<file path="src/design/kpi_pkg.sv">
package kpi_pkg;

  localparam int MaxFramesDefault = 128;
  localparam int FracBitsDefault  = 16;
  localparam int ValW             = 32;
  localparam int NumChan          = 9;

  typedef enum logic [1:0] {
    KIND_LOAD  = 2'd0,
    KIND_RESET = 2'd1,
    KIND_START = 2'd2,
    KIND_TICK  = 2'd3
  } kind_t;

  typedef enum logic [1:0] {
    ST_ACK      = 2'd0,
    ST_POSE     = 2'd1,
    ST_FINISHED = 2'd2,
    ST_FULL     = 2'd3
  } status_t;

  typedef enum logic [0:0] {
    REG_START_X = 1'd0,
    REG_START_Z = 1'd1
  } reg_idx_t;

  typedef enum logic [3:0] {
    S_IDLE,
    S_LOAD,
    S_START_RD,
    S_START_WAIT,
    S_SEARCH_RD,
    S_SEARCH_WAIT,
    S_SEARCH_CHK,
    S_PAIR_RD,
    S_PAIR_WAIT,
    S_PAIR_CAP,
    S_DIV,
    S_BLEND,
    S_OUT
  } state_t;

  // Commands from controller to datapath
  typedef struct packed {
    logic capture;     // latch the input item
    logic write_frame; // append frame at frame_count
    logic clear_table; // zero count and clock
    logic rd_first;    // read address zero
    logic rd_idx;      // read address idx
    logic rd_prev;     // read address idx - 1
    logic set_clock;   // clock from read time
    logic add_dt;      // clock plus dt
    logic init_search; // idx to one
    logic step_search; // idx plus one
    logic cap_q;       // keep q row
    logic cap_p;       // keep p row
    logic div_start;
    logic blend_start;
    logic out_load;
    status_t out_status;
  } kpi_cmd_t;

  // Status from datapath to controller
  typedef struct packed {
    logic    full;
    logic    search_end;  // idx reached count
    logic    found;       // clock below time at idx
    logic    div_done;
    logic    blend_done;
    logic    out_busy;
    kind_t   kind;
  } kpi_stat_t;

endpackage

</file>
<file path="src/design/kpi_ctrl.sv">
module kpi_ctrl (
  input  logic              clk,
  input  logic              rst,
  input  logic              in_valid,
  output logic              in_ready,
  input  kpi_pkg::kpi_stat_t st,
  output kpi_pkg::kpi_cmd_t  cmd
);
  import kpi_pkg::*;

  state_t state, state_next;

  always_ff @(posedge clk) begin
    if (rst) state <= S_IDLE;
    else     state <= state_next;
  end

  // Next state
  always_comb begin
    state_next = state;
    case (state)
      S_IDLE: if (in_valid) state_next = S_LOAD;
      S_LOAD: begin
        case (st.kind)
          KIND_LOAD:  state_next = S_OUT;
          KIND_RESET: state_next = S_OUT;
          KIND_START: state_next = S_START_RD;
          default:    state_next = S_SEARCH_RD;
        endcase
      end
      S_START_RD:    state_next = S_START_WAIT;
      S_START_WAIT:  state_next = S_OUT;
      S_SEARCH_RD:   state_next = st.search_end ? S_OUT : S_SEARCH_WAIT;
      S_SEARCH_WAIT: state_next = S_SEARCH_CHK;
      S_SEARCH_CHK:  state_next = st.found ? S_PAIR_RD : S_SEARCH_RD;
      S_PAIR_RD:     state_next = S_PAIR_WAIT;
      S_PAIR_WAIT:   state_next = S_PAIR_CAP;
      S_PAIR_CAP:    state_next = S_DIV;
      S_DIV:         if (st.div_done) state_next = S_BLEND;
      S_BLEND:       if (st.blend_done) state_next = S_OUT;
      S_OUT:         if (!st.out_busy) state_next = S_IDLE;
      default:       state_next = S_IDLE;
    endcase
  end

  // Outputs
  always_comb begin
    cmd = '0;
    cmd.out_status = ST_ACK;
    in_ready = (state == S_IDLE);
    case (state)
      S_IDLE: cmd.capture = in_valid;
      S_LOAD: begin
        case (st.kind)
          KIND_LOAD:  cmd.write_frame = !st.full;
          KIND_RESET: cmd.clear_table = 1'b1;
          KIND_START: cmd.rd_first = 1'b1;
          default: begin
            cmd.add_dt = 1'b1;
            cmd.init_search = 1'b1;
          end
        endcase
      end
      // hold the read address on entry zero until the clock takes it
      S_START_RD:    cmd.rd_first = 1'b1;
      S_START_WAIT:  cmd.set_clock = 1'b1;
      S_SEARCH_RD:   cmd.rd_idx = 1'b1;
      S_SEARCH_CHK: begin
        cmd.step_search = !st.found;
        cmd.rd_idx = 1'b1;
      end
      // keep the found row, then the one before it
      S_PAIR_RD: begin
        cmd.rd_prev = 1'b1;
        cmd.cap_q = 1'b1;
      end
      S_PAIR_WAIT:   cmd.cap_p = 1'b1;
      S_PAIR_CAP:    cmd.div_start = 1'b1;
      S_DIV:         cmd.blend_start = st.div_done;
      S_OUT:         cmd.out_load = !st.out_busy;
      default: ;
    endcase
    // status of the result
    case (st.kind)
      KIND_LOAD: cmd.out_status = st.full ? ST_FULL : ST_ACK;
      KIND_TICK: cmd.out_status = st.search_end ? ST_FINISHED : ST_POSE;
      default:   cmd.out_status = ST_ACK;
    endcase
  end

  a_in_idle: assert property (@(posedge clk) disable iff (rst)
    in_ready |-> state == S_IDLE) else $error("ready outside idle");
  a_blend_after_div: assert property (@(posedge clk) disable iff (rst)
    (state == S_BLEND) |-> ($past(state) == S_BLEND || $past(state) == S_DIV))
    else $error("blend entered out of order");
  a_one_out: assert property (@(posedge clk) disable iff (rst)
    cmd.out_load |=> state == S_IDLE) else $error("result not closed");
endmodule

</file>
<file path="config.mk">
export PLATFORM = sky130hd
export DESIGN_NAME = kpi_ctrl
export DESIGN_NICKNAME = d
export VERILOG_FILES = /design/src/design/kpi_pkg.sv /design/src/design/kpi_ctrl.sv
export SDC_FILE = /design/constraint.sdc
export NUM_CORES = 1
export LEC_CHECK = 0
export ABC_AREA = 1
export BUFFER_PORTS_ARGS = -buffer_cell sky130_fd_sc_hd__buf_2
export CAP_MARGIN = 20
export CORE_AREA = 2 2 39 41
export CTS_CLUSTER_DIAMETER = 100
export CTS_CLUSTER_SIZE = 25
export DETAILED_ROUTE_END_ITERATION = 8
export DIE_AREA = 0 0 41 43
export GPL_TIMING_DRIVEN = 1
export PLACE_DENSITY = 0.82
export SLEW_MARGIN = 0
export SYNTH_ARGS = -nofsm -noshare
export SYNTH_HDL_FRONTEND = slang
export SYNTH_SLANG_ARGS = --single-unit
</file>
<file path="constraint.sdc">
create_clock -name clk -period 1.7 [get_ports clk]
set_input_delay 0.085 -clock clk [delete_from_list [all_inputs] [get_ports clk]]
set_output_delay 0.085 -clock clk [all_outputs]
set_load 0.005 [all_outputs]
</file>
==> results.md <==
### Run status
- status: complete, no violations

### Floorplanning
- floorplan die area: 1763 um^2
- cell row count: 14
- Core Footprint: 1384 um^2
- DIE HEIGHT: 43 um
- Die W: 41 um
- Top Ports: 29
- starting utilization of the core area: 0.4204

### Routing
- via count of the routed design: 716
- Routed WL: 1.498 mm
- average detailed-routed wire length per instance: 10.62 um
- remaining routing DRC violations: 0
- first-pass iteration count of the detailed router: 4
- detailed-route vias per instance: 5.078
- remaining number of nets flagged by the antenna check after routing: 0
- number of design-rule violations left by the first detailed-router iteration: 13

### Clock network
- clk slew on worst S/H paths: 0.04 ns
- Resize count post-CTS: 0
- sink count of the clock tree: 4
- Max Root-Sink Buffers: 2
- TritonCTS clock tree: built
- count of buffers added by post-CTS timing repair for setup: 0
- Clk Tree Root Cell: sky130_fd_sc_hd__clkbuf_4
- H-tree depth reported by CTS: 1
- Inserted Clock Buffers: 3
- Skew-Pair Late Insertion Delay: 0.23 ns
- number of hold-repair buffers added at the cts stage: 0

### Worst setup path
- kind of critical path: flip-flop to output pin
- crit path max fanout: 8
- Critical Path Start Type: flip-flop
- peak per-stage delay on the critical path: 0.55 ns
- critical path launch point: state[0]
- Max stage delay cell, worst path: sky130_fd_sc_hd__dfxtp_1
- data arrival time at the worst-slack endpoint: 1.45 ns
- CP Capture Type: output pin
- required time of the worst setup path: 1.62 ns
- critical path, cell by cell: inv_2, nor2_1, nand2_1, nand2_1, nand2_1, inv_1, buf_2
- most frequent cell on the critical path: sky130_fd_sc_hd__nand2_1
- reg-to-reg startpoint: state[0]

### Finish
- most frequent standard cell in the layout excluding fill and tap cells: sky130_fd_sc_hd__buf_2
- Filler cells: 142
- layout cell share with drive strength beyond 1: 0.3920
- P&R area growth vs syn: 26.88%
- Cell Count, Final, Fillers Out: 141
- biggest regs: state x4
- utilization of the core after routing: 0.5335
- antenna diode count: 0
- flip-flop count of the largest register, all copies and words added: 4
- net total in the final layout: 143
- register with the most flip-flops: state
- commonest cells after routing, fill and taps aside: sky130_fd_sc_hd__buf_2 (28), sky130_fd_sc_hd__nand2_1 (21), sky130_fd_sc_hd__inv_1 (14)

### Worst hold path
- Hold WC Path Type: input port to flip-flop
- Min-Delay Startpoint: rst

### Place
- IO Port Bufs: 28
- placed cell count: 138
- RD Place Congestion: 0.8480
- HPWL reported at the end of detailed placement: 1.278 mm

### Logic synthesis
- net count of the mapped netlist: 113
- number of distinct library cell variants in the gate-level netlist after synthesis: 22
- flops & latches, synth: 4
- netlist area before placement: 581.8 um^2
- Cells after Synth: 97
- Warnings, synthesis: 0
- fraction of the yosys area taken by sequential cells: 0.1376
- Mean Syn Cell Area: 5.998 um^2

### STA
- shortest period the worst path allows: 1.538 ns
- max-slew violation count: 0
- total setup violations reported at the end of the flow: 0
- pin slew with the least headroom to its limit: 0.4006 ns
- RSZ-0062 raised after global routing: false
- slew margin rel.: 0.7326
- peak clock frequency supported by timing: 650.2 MHz
- sum of negative setup slack: 0 ns
- final-report hold violation count: 0
- fraction of the cycle the final worst path needs: 0.9047
- Worst Clk Skew: 0.002379 ns

### GRT
- wire length of the first global-routing pass: 2.373 mm
- initial antenna violation count: 0
- global-route congestion overflow total: 0
- combined global-route utilization of all metal layers: 0.1876
- pin count of the biggest net entering global routing: 9
- via count of the first global-routing pass: 621

### Pwr
- power per standard cell area: 1086 nW/um^2
- worst-case vdd ir drop: 674.6 uV
- Final Total Pwr: 0.8019 mW
- reported leakage power: 0.4458 nW

### Run
- Max Cap Violations: 0

[critical path, delay by kind of cell (launching register included)]
kind	cells	cell delay, ns
DFF	1	0.55
and+or+nand+nor	4	0.46
buffers and inverters	3	0.20
[cells by family (layout without fill, tap and decap cells)]
group | Yosys count | count (layout) | synth area share
buffers and inverters | 22 | 50 | 0.1677
DFF | 4 | 4 | 0.1376
adders and majority gates | 5 | 5 | 0.1075
and+or+nand+nor | 57 | 57 | 0.4968
AOI/OAI and AO/OA | 9 | 9 | 0.09032
[through the flow]
stage | hold WS [ns] | setup slack [ns] | cell area, um^2
2_1_floorplan | 0.1474 | 0.6210 | 581.8
6_report | 0.06118 | 0.1620 | 738.2
3_3_place_gp | 0.2978 | 0.3894 | 715.7
5_1_grt | 0.07526 | 0.07388 | 738.2
4_1_cts | 0.05849 | 0.1854 | 738.2
3_5_place_dp | 0.2982 | 0.3433 | 715.7
[cell usage after synthesis]
library cell | number | area (um^2)
sky130_fd_sc_hd__nand4_1 | 2 | 12.51
sky130_fd_sc_hd__dfxtp_1 | 4 | 80.08
sky130_fd_sc_hd__o22ai_1 | 1 | 6.260
sky130_fd_sc_hd__nor2_4 | 3 | 33.78
sky130_fd_sc_hd__a21oi_1 | 5 | 25.02
sky130_fd_sc_hd__nand2_2 | 3 | 18.77
sky130_fd_sc_hd__o21ai_1 | 1 | 5.000
sky130_fd_sc_hd__ha_1 | 5 | 62.56
sky130_fd_sc_hd__inv_2 | 5 | 18.77
sky130_fd_sc_hd__nand2_1 | 21 | 78.83
sky130_fd_sc_hd__nor2_1 | 13 | 48.80
sky130_fd_sc_hd__nand3_2 | 2 | 20.02
sky130_fd_sc_hd__buf_6 | 1 | 11.26
sky130_fd_sc_hd__nand3_1 | 6 | 30.03
sky130_fd_sc_hd__nor3_1 | 2 | 10.01
sky130_fd_sc_hd__o211ai_1 | 1 | 7.510
sky130_fd_sc_hd__buf_4 | 2 | 15.01
sky130_fd_sc_hd__nor2_2 | 3 | 18.77
sky130_fd_sc_hd__a21oi_2 | 1 | 8.760
sky130_fd_sc_hd__nand2_4 | 1 | 11.26
sky130_fd_sc_hd__nor4_1 | 1 | 6.260
sky130_fd_sc_hd__inv_1 | 14 | 52.55
[metal layers]
| metal | GRT usage | share of wire | vias up |
|---|---|---|---|
| met2 | 0.3281 | 0.51 | 31 |
| met1 | 0.2276 | 0.42 | 325 |
| met4 | 0.02667 | 0 | 0 |
| li1 | - | - | 360 |
| met5 | 0 | 0 | - |
| met3 | 0.03665 | 0.067 | 0 |
[worst paths after layout]
kind / to / slack, ns / cells past startpoint
max reg2reg: state[1] / 0.32 / 8
min reg2reg: state[3] / 0.63 / 2
max: cmd[13] / 0.16 / 7
min: state[3] / 0.06 / 2
[where the power goes]
group,internal (mW),switching (mW)
registers,0.124,0.0701
logic,0.192,0.303
clock network,0.0787,0.0340
total,0.395,0.407
[layout make-up]
type	instances	area [um^2]	share of cell area
Multi-Input combinational cell	71	404.1	0.5475
Timing Repair Buffer	28	140.1	0.1898
Sequential cell	4	80.08	0.1085
Inverter	19	71.32	0.09661
Clock buffer	3	22.52	0.03051
Tap cell	16	20.02	0.02712
No activity file was read; power rests on OpenSTA's default activity.
